File: config.mk
export PLATFORM = sky130hd
export DESIGN_NAME = rtc_time_to_seconds
export DESIGN_NICKNAME = d
export VERILOG_FILES = /design/src/hdl/rtts_pkg.sv /design/src/hdl/rtts_front.sv /design/src/hdl/rtts_queue.sv /design/src/hdl/rtts_back.sv /design/src/hdl/rtc_time_to_seconds.sv
export SDC_FILE = /design/constraint.sdc
export NUM_CORES = 1
export LEC_CHECK = 0
export ABC_CLOCK_PERIOD_IN_PS = 7450
export BUFFER_PORTS_ARGS = -buffer_cell sky130_fd_sc_hd__buf_2
export CORE_UTILIZATION = 30
export DETAILED_ROUTE_END_ITERATION = 6
export PLACE_DENSITY_LB_ADDON = 0.15
export SYNTH_ARGS = -nofsm -noshare
export SYNTH_HDL_FRONTEND = slang
export SYNTH_HIERARCHICAL = 1
export SYNTH_SLANG_ARGS = --single-unit
File: constraint.sdc
create_clock -name clock -period 7.45 [get_ports clock]
set_input_delay 1.49 -clock clock [delete_from_list [all_inputs] [get_ports clock]]
set_output_delay 1.49 -clock clock [all_outputs]
set_load 0.02 [all_outputs]
File: src/hdl/rtts_pkg.sv
`timescale 1ns / 1ps

package rtts_pkg;

   // Field widths.
   localparam int BYTE_W = 8;
   localparam int DAYS_W = 20;
   localparam int T1_W   = 25;
   localparam int T2_W   = 31;
   localparam int SEC_W  = 37;

   // Register map: index taken from paddr bit 2.
   localparam int  CSR_ADDR_W      = 3;
   localparam logic CSR_BINARY_MODE = 1'b0;
   localparam logic CSR_HOUR24_MODE = 1'b1;

   // Days from 0001-01-01 to 2000-01-01.
   localparam logic [DAYS_W-1:0] DAYS_TO_2000 = 20'd730119;

   // Year offsets of the century years 2100 and 2200, which are not leap years.
   localparam logic [BYTE_W-1:0] YEAR_2100_OFS = 8'd100;
   localparam logic [BYTE_W-1:0] YEAR_2200_OFS = 8'd200;

   localparam logic [BYTE_W-1:0] HOUR_NOON   = 8'd12;
   localparam logic [BYTE_W-1:0] MONTH_FIRST = 8'd1;
   localparam logic [BYTE_W-1:0] MONTH_LAST  = 8'd12;
   localparam logic [3:0]        MONTH_FEB   = 4'd2;

   // Input word: one snapshot of the clock registers.
   typedef struct packed {
      logic [BYTE_W-1:0] raw_second;
      logic [BYTE_W-1:0] raw_minute;
      logic [BYTE_W-1:0] raw_hour;
      logic [BYTE_W-1:0] raw_day;
      logic [BYTE_W-1:0] raw_month;
      logic [BYTE_W-1:0] raw_year;
   } req_word_type;

   // Result word.
   typedef struct packed {
      logic [SEC_W-1:0] seconds_since_epoch;
      logic             valid_res;
   } rsp_word_type;

   // Decoded snapshot after the first front stage.
   typedef struct packed {
      logic [BYTE_W-1:0] second;
      logic [BYTE_W-1:0] minute;
      logic [BYTE_W-1:0] hour;
      logic [BYTE_W-1:0] day;
      logic [3:0]        month;
      logic [BYTE_W-1:0] year;
      logic              ok;
   } decoded_type;

   // Queue entry handed from the front to the back.
   typedef struct packed {
      logic [DAYS_W-1:0] days;
      logic [BYTE_W-1:0] hour;
      logic [BYTE_W-1:0] minute;
      logic [BYTE_W-1:0] second;
      logic              ok;
   } job_type;

   // Two-digit BCD decode: low nibble plus ten times high nibble; binary mode passes the byte through.
   function automatic logic [BYTE_W-1:0] decode_byte(input logic [BYTE_W-1:0] v,
                                                     input logic binary);
      logic [BYTE_W-1:0] hi;
      logic [BYTE_W-1:0] lo;
      hi = {4'b0, v[7:4]};
      lo = {4'b0, v[3:0]};
      if (binary) begin
         return v;
      end
      return lo + (hi << 3) + (hi << 1);
   endfunction

   // Days in the months before the given month of a common year.
   function automatic logic [8:0] days_before_month(input logic [3:0] m);
      logic [8:0] r;
      case (m)
         4'd1:    r = 9'd0;
         4'd2:    r = 9'd31;
         4'd3:    r = 9'd59;
         4'd4:    r = 9'd90;
         4'd5:    r = 9'd120;
         4'd6:    r = 9'd151;
         4'd7:    r = 9'd181;
         4'd8:    r = 9'd212;
         4'd9:    r = 9'd243;
         4'd10:   r = 9'd273;
         4'd11:   r = 9'd304;
         4'd12:   r = 9'd334;
         default: r = 9'd0;
      endcase
      return r;
   endfunction

endpackage

File: src/hdl/rtts_front.sv
`timescale 1ns / 1ps

module rtts_front
   import rtts_pkg::*;
(
   input  logic         clock,
   input  logic         reset,
   input  logic         accept,
   input  req_word_type req_data,
   input  logic         binary_mode,
   input  logic         hour24_mode,
   output logic         push,
   output job_type      push_data,
   output logic [1:0]   inflight
);

   logic        a_vld_ff;
   logic        a_vld_in;
   decoded_type a_ff;
   decoded_type a_in;
   logic        b_vld_ff;
   logic        b_vld_in;
   job_type     b_ff;
   job_type     b_in;

   logic [BYTE_W-1:0] mon_dec;
   logic [BYTE_W-1:0] hour_dec;
   logic [16:0]       year_days;
   logic [8:0]        leap_base;
   logic [6:0]        leap_count;
   logic              leap_year;

   // Stage A: decode the bytes, fix up the hour and check month and day.
   always_comb begin
      a_in        = '0;
      mon_dec     = decode_byte(req_data.raw_month, binary_mode);
      hour_dec    = decode_byte({1'b0, req_data.raw_hour[6:0]}, binary_mode);
      if (!hour24_mode) begin
         if (hour_dec == HOUR_NOON) begin
            hour_dec = '0;
         end
         if (req_data.raw_hour[7]) begin
            hour_dec = hour_dec + HOUR_NOON;
         end
      end
      a_in.second = decode_byte(req_data.raw_second, binary_mode);
      a_in.minute = decode_byte(req_data.raw_minute, binary_mode);
      a_in.hour   = hour_dec;
      a_in.day    = decode_byte(req_data.raw_day, binary_mode);
      a_in.month  = mon_dec[3:0];
      a_in.year   = decode_byte(req_data.raw_year, binary_mode);
      a_in.ok     = (mon_dec >= MONTH_FIRST) && (mon_dec <= MONTH_LAST) &&
                    (a_in.day != '0);
      a_vld_in    = accept;
   end

   // Stage B: day count from 0001-01-01, starting from the year 2000.
   always_comb begin
      year_days  = {9'b0, a_ff.year} * 17'd365;
      leap_base  = {1'b0, a_ff.year} + 9'd3;
      leap_count = leap_base[8:2] - {6'b0, a_ff.year > YEAR_2100_OFS}
                                  - {6'b0, a_ff.year > YEAR_2200_OFS};
      leap_year  = (a_ff.year[1:0] == 2'b00) && (a_ff.year != YEAR_2100_OFS) &&
                   (a_ff.year != YEAR_2200_OFS);
      b_in        = '0;
      b_in.days   = DAYS_TO_2000 + {3'b0, year_days} + {13'b0, leap_count}
                  + {11'b0, days_before_month(a_ff.month)}
                  + {19'b0, (a_ff.month > MONTH_FEB) && leap_year}
                  + {12'b0, a_ff.day} - 20'd1;
      b_in.hour   = a_ff.hour;
      b_in.minute = a_ff.minute;
      b_in.second = a_ff.second;
      b_in.ok     = a_ff.ok;
      b_vld_in    = a_vld_ff;
   end

   always_ff @(posedge clock) begin
      if (reset) begin
         a_vld_ff <= 1'b0;
         b_vld_ff <= 1'b0;
      end else begin
         a_vld_ff <= a_vld_in;
         b_vld_ff <= b_vld_in;
      end
   end

   always_ff @(posedge clock) begin
      a_ff <= a_in;
      b_ff <= b_in;
   end

   assign push      = b_vld_ff;
   assign push_data = b_ff;
   assign inflight  = {1'b0, a_vld_ff} + {1'b0, b_vld_ff};

endmodule

File: src/hdl/rtts_queue.sv
`timescale 1ns / 1ps

module rtts_queue
   import rtts_pkg::*;
#(
   parameter int DEPTH = 4
) (
   input  logic                       clock,
   input  logic                       reset,
   input  logic                       push,
   input  job_type                    push_data,
   input  logic                       pop,
   output job_type                    pop_data,
   output logic [$clog2(DEPTH+1)-1:0] count
);

   localparam int PTR_W = $clog2(DEPTH);
   localparam int CNT_W = $clog2(DEPTH + 1);

   job_type            mem_ff [DEPTH];
   job_type            head_ff;
   logic [PTR_W-1:0]   wr_ptr_ff;
   logic [PTR_W-1:0]   wr_ptr_in;
   logic [PTR_W-1:0]   rd_ptr_ff;
   logic [PTR_W-1:0]   rd_ptr_in;
   logic [CNT_W-1:0]   count_ff;
   logic [CNT_W-1:0]   count_in;

   // Pointer and fill-count update; pointers wrap at the last entry.
   always_comb begin
      wr_ptr_in = wr_ptr_ff;
      rd_ptr_in = rd_ptr_ff;
      count_in  = count_ff;
      if (push) begin
         wr_ptr_in = (wr_ptr_ff == PTR_W'(DEPTH - 1)) ? '0 : wr_ptr_ff + 1'b1;
      end
      if (pop) begin
         rd_ptr_in = (rd_ptr_ff == PTR_W'(DEPTH - 1)) ? '0 : rd_ptr_ff + 1'b1;
      end
      if (push && !pop) begin
         count_in = count_ff + 1'b1;
      end else if (pop && !push) begin
         count_in = count_ff - 1'b1;
      end
   end

   always_ff @(posedge clock) begin
      if (reset) begin
         wr_ptr_ff <= '0;
         rd_ptr_ff <= '0;
         count_ff  <= '0;
      end else begin
         wr_ptr_ff <= wr_ptr_in;
         rd_ptr_ff <= rd_ptr_in;
         count_ff  <= count_in;
      end
   end

   // Storage write, and a registered read of the next head entry. A word
   // written into the slot that becomes the head is passed straight through.
   always_ff @(posedge clock) begin
      if (push) begin
         mem_ff[wr_ptr_ff] <= push_data;
      end
      if (push && (wr_ptr_ff == rd_ptr_in)) begin
         head_ff <= push_data;
      end else begin
         head_ff <= mem_ff[rd_ptr_in];
      end
   end

   assign pop_data = head_ff;
   assign count    = count_ff;

endmodule

File: src/hdl/rtts_back.sv
`timescale 1ns / 1ps

module rtts_back
   import rtts_pkg::*;
(
   input  logic         clock,
   input  logic         reset,
   input  logic         job_vld,
   input  job_type      job,
   output logic         rsp_valid,
   output rsp_word_type rsp_data
);

   logic              s1_vld_ff;
   logic [T1_W-1:0]   s1_t_ff;
   logic [T1_W-1:0]   s1_t_in;
   logic [BYTE_W-1:0] s1_min_ff;
   logic [BYTE_W-1:0] s1_sec_ff;
   logic              s1_ok_ff;
   logic              s2_vld_ff;
   logic [T2_W-1:0]   s2_t_ff;
   logic [T2_W-1:0]   s2_t_in;
   logic [BYTE_W-1:0] s2_sec_ff;
   logic              s2_ok_ff;
   logic              s3_vld_ff;
   rsp_word_type      s3_ff;
   rsp_word_type      s3_in;

   // Days to hours, hours to minutes, minutes to seconds: one multiply per stage.
   always_comb begin
      s1_t_in = T1_W'(job.days) * T1_W'(24) + T1_W'(job.hour);
      s2_t_in = T2_W'(s1_t_ff) * T2_W'(60) + T2_W'(s1_min_ff);
      s3_in.valid_res = s2_ok_ff;
      if (s2_ok_ff) begin
         s3_in.seconds_since_epoch = SEC_W'(s2_t_ff) * SEC_W'(60) + SEC_W'(s2_sec_ff);
      end else begin
         s3_in.seconds_since_epoch = '0;
      end
   end

   always_ff @(posedge clock) begin
      if (reset) begin
         s1_vld_ff <= 1'b0;
         s2_vld_ff <= 1'b0;
         s3_vld_ff <= 1'b0;
      end else begin
         s1_vld_ff <= job_vld;
         s2_vld_ff <= s1_vld_ff;
         s3_vld_ff <= s2_vld_ff;
      end
   end

   always_ff @(posedge clock) begin
      s1_t_ff   <= s1_t_in;
      s1_min_ff <= job.minute;
      s1_sec_ff <= job.second;
      s1_ok_ff  <= job.ok;
      s2_t_ff   <= s2_t_in;
      s2_sec_ff <= s1_sec_ff;
      s2_ok_ff  <= s1_ok_ff;
      s3_ff     <= s3_in;
   end

   assign rsp_valid = s3_vld_ff;
   assign rsp_data  = s3_ff;

endmodule

File: src/hdl/rtc_time_to_seconds.sv
`timescale 1ns / 1ps

// Channel    | Ports                                    | Transfer
// -----------+------------------------------------------+--------------------------------
// request    | start, busy, req_data                    | start high while busy is low
// response   | rsp_valid, rsp_data                      | rsp_valid high for one cycle
// registers  | psel, penable, pwrite, paddr, pwdata,    | write at access cycle,
//            | prdata, pready                           | pready always high
//
// One word is taken every cycle while busy is low; its result passes through
// two front stages (decode, day count), one queue slot and
// three back stages, one multiply each (days to hours, minutes, seconds).
// busy rises only when the queue could not take what is still in the front.
// The response side cannot stall; the back drains the queue every cycle.
// Synchronous reset clears both mode registers and drops words in flight.

module rtc_time_to_seconds
   import rtts_pkg::*;
#(
   parameter int QUEUE_DEPTH = 4
) (
   input  logic                  clock,
   input  logic                  reset,
   input  logic                  start,
   output logic                  busy,
   input  req_word_type          req_data,
   output logic                  rsp_valid,
   output rsp_word_type          rsp_data,
   input  logic                  psel,
   input  logic                  penable,
   input  logic                  pwrite,
   input  logic [CSR_ADDR_W-1:0] paddr,
   input  logic [31:0]           pwdata,
   output logic [31:0]           prdata,
   output logic                  pready
);

   localparam int CNT_W = $clog2(QUEUE_DEPTH + 1);

   logic             binary_mode_ff;
   logic             binary_mode_in;
   logic             hour24_mode_ff;
   logic             hour24_mode_in;
   logic             csr_write;
   logic             accept;
   logic             push;
   job_type          push_data;
   logic [1:0]       inflight;
   logic [CNT_W-1:0] q_count;
   logic [CNT_W:0]   q_credit;
   logic             pop;
   job_type          pop_data;

   // Register writes.
   assign csr_write = psel && penable && pwrite && pready;

   always_comb begin
      binary_mode_in = binary_mode_ff;
      hour24_mode_in = hour24_mode_ff;
      if (csr_write) begin
         case (paddr[2])
            CSR_BINARY_MODE: binary_mode_in = pwdata[0];
            CSR_HOUR24_MODE: hour24_mode_in = pwdata[0];
            default:         binary_mode_in = binary_mode_ff;
         endcase
      end
   end

   always_ff @(posedge clock) begin
      if (reset) begin
         binary_mode_ff <= 1'b0;
         hour24_mode_ff <= 1'b0;
      end else begin
         binary_mode_ff <= binary_mode_in;
         hour24_mode_ff <= hour24_mode_in;
      end
   end

   // Register reads.
   always_comb begin
      case (paddr[2])
         CSR_BINARY_MODE: prdata = {31'b0, binary_mode_ff};
         CSR_HOUR24_MODE: prdata = {31'b0, hour24_mode_ff};
         default:         prdata = '0;
      endcase
   end

   assign pready = 1'b1;

   // Hold off new words when the queue could not absorb the front's contents.
   assign q_credit = {1'b0, q_count} + (CNT_W + 1)'(inflight);
   assign busy     = q_credit >= (CNT_W + 1)'(QUEUE_DEPTH);
   assign accept   = start && !busy;

   rtts_front u_front (
      .clock       (clock),
      .reset       (reset),
      .accept      (accept),
      .req_data    (req_data),
      .binary_mode (binary_mode_ff),
      .hour24_mode (hour24_mode_ff),
      .push        (push),
      .push_data   (push_data),
      .inflight    (inflight)
   );

   rtts_queue #(
      .DEPTH (QUEUE_DEPTH)
   ) u_queue (
      .clock     (clock),
      .reset     (reset),
      .push      (push),
      .push_data (push_data),
      .pop       (pop),
      .pop_data  (pop_data),
      .count     (q_count)
   );

   // The back never stalls, so it takes the head word whenever there is one.
   assign pop = q_count != '0;

   rtts_back u_back (
      .clock     (clock),
      .reset     (reset),
      .job_vld   (pop),
      .job       (pop_data),
      .rsp_valid (rsp_valid),
      .rsp_data  (rsp_data)
   );

endmodule

==> flow_metrics.py, run 1 <==
metrics = {
    "run_status": {
        "status": "complete, no violations",
    },
    "logic_synthesis": {
        "synth.ff_latch_count": 415,
        "yosysWarnings": 6,
        "synth_edf_count": 180,
        "yosysSeqAreaShare_pct": 38.1,
        "syn-instance-count": 2361,
        "syn_avg_cell_area_um2": 11.2,
        "synth_area_mm2": 0.0265,
        "async_flop_share_pct": 0,
        "synth_top_area_share_pct": 20.4,
        "yosysTopAreaCell": "edfxtp_1",
        "yosys-top-cells-area": "edfxtp_1, dfxtp_1, fa_1, ha_1, inv_1",
        "ys_types": 98,
        "synth-main-ff-cell": "dfxtp_1",
    },
    "sta": {
        "max_freq_mhz": 163,
        "maxSlewHeadroom_pct": 35.2,
        "setup_viol": 0,
        "period_share_pct": 82.1,
        "period_minus_slack_ns": 6.12,
        "tightest_slew_ns": 0.972,
        "grt_setup_unrepaired": "false",
        "hold_violations": 0,
        "fin_tns_setup_ns": 0,
        "slew_violations": 0,
        "fin_skew_ns": 0.0311,
    },
    "worst_setup_path": {
        "start_kind": "flop",
        "reg2reg_depth": 23,
        "ff2ff_setup_slack_ns": 1.33,
        "r2r-start": "u_front/a_ff[7]",
        "critPathKind": "reg2reg",
        "cp_max_fo": 9,
        "worstSetupEndpointType": "flop",
        "cp.required_ns": 7.97,
        "critPathArrivalTime_ns": 6.64,
        "r2r-end": "u_front/push_data[40]",
        "cp-startpoint": "u_front/a_ff[7]",
    },
    "layout": {
        "syn2layout_area_growth_pct": 12.3,
        "drive_gt1_share_pct": 11.6,
        "nets": 2962,
    },
    "floorplanning": {
        "initial_core_util_pct": 30.4,
        "rows": 108,
        "placeableCoreArea_mm2": 0.0872,
        "die_h_um": 299,
        "die_area_mm2": 0.0895,
        "pin_count": 162,
        "die_w_um": 299,
    },
    "clock_tree": {
        "post_cts_buffers": 0,
        "cts_sinks": 415,
        "htreeDepth": 2,
        "numCtsBuffers": 48,
        "cts.hold.buffers_added": 0,
        "root_buffer": "clkbuf_16",
        "clockBufferDepth": 3,
        "cts_tree": "yes",
        "clk_latency_ns": 0.59,
        "cts.clk_slew.worst_paths_ns": 0.06,
        "cts_resized": 0,
    },
    "drt": {
        "wl_per_cell_um": 14.2,
        "routed-wl-met2_mm": 25.3,
        "drc_errors": 0,
        "wl_mm": 52.0,
        "wl_met1_mm": 23.9,
        "top_layer": "met4",
        "num_vias": 16700,
        "dr.pass1.iters": 5,
        "met3_length_mm": 1.76,
        "drt_iter0_drc": 562,
        "ant_nets": 0,
        "avgViaCountPerCell": 4.55,
    },
    "global_routing": {
        "grt_max_degree": 46,
        "overflow": 0,
        "grt_pass1_wl_mm": 86.0,
        "track_usage_pct": 11.6,
        "grt_pass1_vias": 17300,
        "antenna_found_initial": 1,
    },
    "min_path": {
        "hold_end": "u_front/push_data[5]",
        "hold_depth": 0,
        "min-delay-start": "u_front/a_ff[41]",
        "hold_class": "reg2reg",
    },
    "flow_run": {
        "cap_violations": 0,
    },
    "placed_design": {
        "place_hpwl_mm": 40.0,
        "gp_congestion": 0.803,
        "portBuffers": 96,
    },
}
-- cells by family after synthesis --
group	count (synthesis)	share of synthesized area, %
compound gates	417	10.6
xor+xnor	150	4.96
fa+ha+maj	408	24.0
buf+inv	340	5.64
flops	415	38.1
mux	86	5.60
other cells	3	0.0425
simple gates	542	11.0
-- stage by stage --
stage | instance area (µm²) | std cells | util, % | hold slack, ns | setup slack (ns)
finish | 29800 | 3660 | 34.2 | 0.314 | 1.33
global route | 29800 | 3660 | 34.2 | 0.327 | 0.924
CTS | 29800 | 3659 | 34.2 | 0.320 | 1.29
detailed placement | 28100 | 3570 | 32.2 | 0.312 | 1.30
global placement | 28100 | 3570 | 32.2 | 0.310 | 1.36
floorplan | 26600 | 2391 | - | 0.310 | 2.29
-- Yosys cell counts (7+ instances only) --
library cell and n:
a211oi_1 24, a21boi_0 8, a21o_1 47, a21oi_1 114
a31oi_1 14, and2_1 27, and3_1 13, and4_1 9
buf_2 11, buf_4 32, clkbuf_1 24, dfxtp_1 235
edfxtp_1 180, fa_1 166, ha_1 242, inv_1 257
mux2_2 23, mux2i_1 17, mux4_2 41, nand2_1 107
nand2b_1 30, nand3_1 50, nand3b_1 8, nand4_1 30
nor2_1 119, nor2b_1 32, nor3_1 33, nor3b_1 9
nor4_1 10, o211ai_1 17, o21a_1 15, o21ai_0 75
o21bai_1 9, o31ai_1 7, or2_2 8, or3_1 22
xnor2_1 92, xor2_1 58
-- area by class of cell --
cell class | instances | area [µm²]
clock buffer | 65 | 1320
timing repair buffer | 106 | 556
inverter | 258 | 968
tap | 1155 | 1450
sequential | 415 | 10100
antenna | 1 | 2.50
fill | 8770 | 57400
multi-input combinational | 1636 | 15000
clock inverter | 24 | 353
-- worst max-delay path, stage by stage (launching register included) --
cell	delay [ns]
dfxtp_1	0.60
ha_1	0.46
inv_1	0.19
o21ai_0	0.26
o21a_1	0.20
fa_1	0.46
inv_1	0.08
ha_1	0.16
nor2_1	0.07
fa_1	0.51
inv_1	0.05
fa_1	0.47
inv_1	0.05
fa_1	0.47
inv_1	0.07
ha_1	0.19
inv_1	0.07
fa_1	0.40
nand2b_1	0.18
a21o_1	0.18
a31oi_1	0.40
a21oi_1	0.18
o21ai_0	0.21
xnor2_1	0.13
-- registers in the layout (all words and copies together), names as in the netlist, 3 cells and up, named ones only --
signal,flops
u_back/s2_t_ff,31
u_front/push_data,45
u_queue/mem_ff,180
u_back/s1_sec_ff,8
u_queue/count,3
u_front/a_ff,45
u_back/rsp_data,38
u_back/s1_min_ff,8
u_back/s1_t_ff,25
u_back/s2_sec_ff,8
-- cells in the final DEF (no fill, tap or decap), types with 10 or more instances in the layout --
master,count
nand2b_1,30
nand4_1,30
o211ai_1,17
a21oi_1,114
a31oi_1,14
clkbuf_16,50
clkbuf_1,13
conb_1,33
dfxtp_1,232
fa_1,166
ha_1,242
inv_1,257
a211oi_1,24
xnor2_1,92
buf_2,96
or3_1,22
nor4_1,10
mux2_2,23
nor2b_1,32
nand3_1,50
mux2i_1,17
and3_1,13
and2_1,23
o21a_1,15
mux4_2,41
o21ai_0,75
nor2_1,119
xor2_1,58
buf_4,10
nor3_1,33
nand2_1,107
edfxtp_1,180
a21o_1,47
-- worst max-delay path by stage --
stage	endpoint	slack, ns	cells after the start
2_1_floorplan	u_front/push_data[40]	2.29	23
3_3_place_gp	u_front/push_data[40]	1.36	23
3_5_place_dp	u_front/push_data[40]	1.30	23
4_1_cts	u_front/push_data[40]	1.29	23
5_1_grt	u_front/push_data[40]	0.92	23
6_report	u_front/push_data[40]	1.33	23
-- metal layers --
layer / track usage (%) / up-vias
li1: - / 8504
met1: 14.3 / 7885
met2: 20.5 / 207
met3: 2.02 / 61
met4: 3.45 / 0
met5: 0 / -
Power of run 1 is left out: the tool's default activity adds up to more than one toggle a clock period on the data nets, which glitch-free logic cannot reach.
==> inputs of run 2 (changes only) <==
- ABC_CLOCK_PERIOD_IN_PS: 7450 -> 6000
- clock period: 7.45 -> 6 ns (I/O delays scaled with it)
==> run 2 against run 1 <==
Compared with the run above: worst hold slack gained 0.0027 ns; global-route usage increased by 0.091 points; routed wire length grew 0.58%; clock skew decreased by 0.0030 ns; die area stayed put; sequential share of layout area fell by 0.073 points; non-clock buffer count up 14; first-iteration DRC count is 3.4% higher; via count increased by 0.55%; critical path type unchanged.
==> flow_metrics.py, run 2 (synthesis gave the netlist of run 1 again) <==
metrics = {
    "run_status": {
        "status": "complete, no violations",
    },
    "floorplanning": {
        "initial_core_util_pct": 30.4,
        "pin_count": 162,
        "die_w_um": 299,
        "placeableCoreArea_mm2": 0.0872,
        "die_area_mm2": 0.0895,
        "rows": 108,
        "die_h_um": 299,
    },
    "sta": {
        "maxSlewHeadroom_pct": 42.9,
        "fin_tns_setup_ns": 0,
        "setup_viol": 0,
        "grt_setup_unrepaired": "false",
        "period_minus_slack_ns": 5.56,
        "fin_skew_ns": 0.0281,
        "timing.hold.ws_ns": 0.317,
        "tightest_slew_ns": 0.846,
        "hold_violations": 0,
        "max_freq_mhz": 180,
        "slew_violations": 0,
        "period_share_pct": 92.7,
    },
    "worst_setup_path": {
        "worstSetupEndpointType": "flop",
        "cp.required_ns": 6.52,
        "critPathArrivalTime_ns": 6.08,
        "start_kind": "flop",
        "cp_max_fo": 6,
        "critPathKind": "reg2reg",
    },
    "clock_tree": {
        "post_cts_buffers": 0,
        "root_buffer": "clkbuf_16",
        "clk_latency_ns": 0.60,
        "htreeDepth": 2,
        "clockBufferDepth": 3,
        "cts_sinks": 415,
        "cts.hold.buffers_added": 0,
        "numCtsBuffers": 49,
        "cts_tree": "yes",
        "cts.clk_slew.worst_paths_ns": 0.06,
    },
    "global_routing": {
        "overflow": 0,
        "grt_pass1_vias": 17300,
        "grt_pass1_wl_mm": 86.4,
        "grt_max_degree": 59,
        "antenna_found_initial": 1,
        "track_usage_pct": 11.7,
    },
    "layout": {
        "fin_util_pct": 34.2,
        "regMostFlops": "u_queue/mem_ff",
        "drive_gt1_share_pct": 12.4,
        "fillCellCount": 8755,
        "syn2layout_area_growth_pct": 12.6,
        "largest_register_ff_count": 180,
        "nets": 2977,
        "layout_common_cells": "inv_1, ha_1, dfxtp_1",
        "final_cells": 3676,
        "final_common_cell": "inv_1",
    },
    "drt": {
        "avgViaCountPerCell": 4.56,
        "drc_errors": 0,
        "dr.pass1.iters": 5,
        "wl_per_cell_um": 14.2,
        "drt_iter0_drc": 581,
        "num_vias": 16700,
        "wl_mm": 52.3,
        "ant_nets": 0,
    },
    "placed_design": {
        "dp.cells": 3584,
        "gp_congestion": 0.825,
        "place_hpwl_mm": 40.2,
        "portBuffers": 96,
    },
    "min_path": {
        "hold_class": "reg2reg",
    },
    "flow_run": {
        "cap_violations": 0,
    },
}
-- run 2: changes by cell type in the layout (fill, tap and decap cells not counted), sizes merged --
cell,previous run,this run
buf,106,120
bufinv,7,4
clkinv,11,13
clkinvlp,5,6
diode,1,2
inv,259,260
-- run 2: worst paths after layout --
| check | start | endpoint | slack (ns) | depth (start not counted) |
|---|---|---|---|---|
| max | u_front/a_ff[5] | u_front/push_data[43] | 0.44 | 21 |
| min | u_front/a_ff[41] | u_front/push_data[5] | 0.32 | 0 |
| min reg2reg | u_front/a_ff[41] | u_front/push_data[5] | 0.32 | 0 |
| max reg2reg | u_front/a_ff[5] | u_front/push_data[43] | 0.44 | 21 |
-- run 2: worst max-delay path: stages (launching register included) --
cell and delay [ns]:
dfxtp_2 0.38, inv_1 0.14, ha_1 0.24, nor2b_1 0.14, o21ai_0 0.15, a22oi_1 0.11, fa_1 0.60, inv_1 0.06
ha_1 0.19, ha_1 0.20, fa_1 0.48, fa_1 0.49, inv_1 0.06, fa_1 0.59, inv_1 0.06, ha_1 0.30
a211oi_1 0.21, nor2_1 0.11, o31a_1 0.29, a31o_2 0.33, o21bai_4 0.15, mux2i_1 0.19
-- run 2: timing repair --
item / 4_1_cts / 5_1_grt
gates resized for setup: 0 / 3
endpoints found under the setup margin: 0 / 4
hold endpoints to repair: 0 / 0
-- run 2: metal layers --
metal	track usage, %	up-vias	wire length (µm)
met5	0	-	0
met4	4.01	0	1380
met3	1.91	72	1660
met2	20.5	204	25500
met1	14.4	7954	23800
li1	-	8519	-
-- run 2: stage by stage --
stage | area (µm²) | setup slack (ns)
floorplan | 26600 | 0.841
global placement | 28200 | 0.360
detailed placement | 28200 | 0.282
CTS | 29800 | 0.265
global route | 29800 | 0.0526
finish | 29800 | 0.440
-- run 2: cell type report --
type	count	area (µm²)	area share [%]
clock buffers	65	1350	4.51
clock inverters	25	268	0.897
well taps	1155	1450	4.84
diodes	2	5.00	0.0168
multi-input cells	1636	15000	50.4
repair buffers	120	661	2.21
inverters	258	968	3.24
flip-flops and latches	415	10100	33.9
Power of run 2 is left out for the same reason.
==> inputs of run 3 (changes only) <==
- CORE_ASPECT_RATIO: unset -> 1.5
==> run 3 against run 2 <==
Compared with the run above: routed wire length up 1.7%; non-clock buffer count down 1; die area about the same; sequential share of layout area about the same; first-iteration DRC count down 0.69%; design area about the same; worst hold slack worse by 0.0089 ns; critical path depth up 3; flip-flop and latch count unchanged; utilization down 0.16 points.
==> flow_metrics.py, run 3 (synthesis gave the netlist of run 1 again) <==
metrics = {
    "run_status": {
        "status": "complete, no violations",
    },
    "placed_design": {
        "portBuffers": 96,
        "place_hpwl_mm": 41.5,
        "gp_congestion": 0.817,
    },
    "clock_tree": {
        "root_buffer": "clkbuf_16",
        "clk_latency_ns": 0.61,
        "post_cts_buffers": 0,
        "htreeDepth": 2,
        "cts.clk_slew.worst_paths_ns": 0.06,
        "cts_sinks": 415,
        "numCtsBuffers": 46,
        "cts_tree": "yes",
        "clockBufferDepth": 3,
        "cts.hold.buffers_added": 0,
    },
    "worst_setup_path": {
        "cp_max_fo": 7,
        "cpPeakStageDelay_ns": 0.55,
        "r2r-start": "u_front/a_ff[8]",
        "critPathKind": "reg2reg",
        "cp.required_ns": 6.52,
        "crit_chain": "inv_1, ha_1, and3_1, a22oi_1, fa_1, inv_1, ha_1, nor2_1, fa_1, inv_1, fa_1, inv_1, fa_1, inv_1, ha_1, inv_1, fa_1, nand2b_1, a21o_1, a31oi_1, buf_4, a21oi_1, o21ai_0, xnor2_1",
        "crit_buf_inv": 7,
        "cp-startpoint": "u_front/a_ff[8]",
        "cpLargestDelayFamily": "adder cells",
        "crit_slowest_cell": "fa_1",
        "start_kind": "flop",
        "worstSetupEndpointType": "flop",
        "critPathArrivalTime_ns": 6.17,
        "cpMostUsedCell": "inv_1",
    },
    "floorplanning": {
        "die_w_um": 245,
        "die_h_um": 366,
        "rows": 133,
        "pin_count": 162,
        "die_area_mm2": 0.0896,
        "placeableCoreArea_mm2": 0.0875,
        "initial_core_util_pct": 30.3,
    },
    "drt": {
        "wl_per_cell_um": 14.5,
        "ant_nets": 0,
        "drc_errors": 0,
        "num_vias": 16900,
        "wl_mm": 53.2,
        "dr.pass1.iters": 4,
        "drt_iter0_drc": 577,
        "avgViaCountPerCell": 4.60,
    },
    "global_routing": {
        "grt_max_degree": 46,
        "grt_pass1_vias": 17800,
        "track_usage_pct": 12.1,
        "overflow": 0,
        "antenna_found_initial": 1,
        "grt_pass1_wl_mm": 88.5,
    },
    "sta": {
        "tightest_slew_ns": 0.908,
        "max_freq_mhz": 177,
        "maxSlewHeadroom_pct": 38.8,
        "period_minus_slack_ns": 5.64,
        "hold_violations": 0,
        "setup_viol": 0,
        "grt_setup_unrepaired": "false",
        "period_share_pct": 94.0,
        "timing.hold.ws_ns": 0.308,
        "fin_tns_setup_ns": 0,
        "fin_skew_ns": 0.0314,
        "slew_violations": 0,
    },
    "layout": {
        "drive_gt1_share_pct": 12.5,
        "regMostFlops": "u_queue/mem_ff",
        "syn2layout_area_growth_pct": 12.5,
        "largest_register_ff_count": 180,
        "layout_common_cells": "inv_1, ha_1, dfxtp_1",
        "nets": 2973,
        "final_common_cell": "inv_1",
    },
    "min_path": {
        "min-delay-start": "u_front/a_ff[44]",
        "hold_class": "reg2reg",
    },
    "flow_run": {
        "cap_violations": 0,
    },
}
run 3: final timing paths:
kind / cells past startpoint / to / slack (ns)
setup / recovery: 24 / u_front/push_data[40] / 0.36
hold / removal: 0 / u_front/push_data[8] / 0.31
setup reg to reg: 24 / u_front/push_data[40] / 0.36
hold reg to reg: 0 / u_front/push_data[8] / 0.31
run 3: routing by layer:
layer	vias up	global-route usage, %	routed length [µm]
met1	8055	12.7	20600
met2	212	23.8	29400
met3	81	1.87	1460
met5	-	0	0
li1	8503	-	-
met4	0	4.45	1690
run 3: worst reg2reg max path, stage by stage (launching register included):
cell and delay (ns):
dfxtp_1 0.51, inv_1 0.12, ha_1 0.22, and3_1 0.20, a22oi_1 0.25, fa_1 0.55
inv_1 0.09, ha_1 0.16, nor2_1 0.06, fa_1 0.51, inv_1 0.05, fa_1 0.47
inv_1 0.05, fa_1 0.46, inv_1 0.06, ha_1 0.19, inv_1 0.06, fa_1 0.39
nand2b_1 0.19, a21o_1 0.19, a31oi_1 0.20, buf_4 0.16, a21oi_1 0.08, o21ai_0 0.20
xnor2_1 0.14
run 3: what timing repair did:
item                                   4_1_cts  5_1_grt
resized for setup                            0        4
setup endpoints to repair                    0        5
endpoints found under the hold margin        0        0
run 3: per-stage QoR:
| step | instances | instance area, µm² | utilization (%) | setup slack, ns |
|---|---|---|---|---|
| floorplan | 2391 | 26600 | - | 0.841 |
| global placement | 3575 | 28200 | 32.2 | 0.276 |
| detailed placement | 3575 | 28200 | 32.2 | 0.231 |
| CTS | 3659 | 29800 | 34.1 | 0.223 |
| global route | 3660 | 29800 | 34.1 | 0.0226 |
| finish | 3660 | 29800 | 34.1 | 0.358 |
run 3: cell type report:
cell class / instances / area [µm²]
Clock inverter: 22 / 273
Timing Repair Buffer: 119 / 653
Fill cell: 8816 / 57700
Antenna cell: 1 / 2.50
Sequential cell: 415 / 10100
Multi-Input combinational cell: 1636 / 15000
Tap cell: 1147 / 1440
Inverter: 258 / 968
Clock buffer: 62 / 1350
Power of run 3 is left out for the same reason.
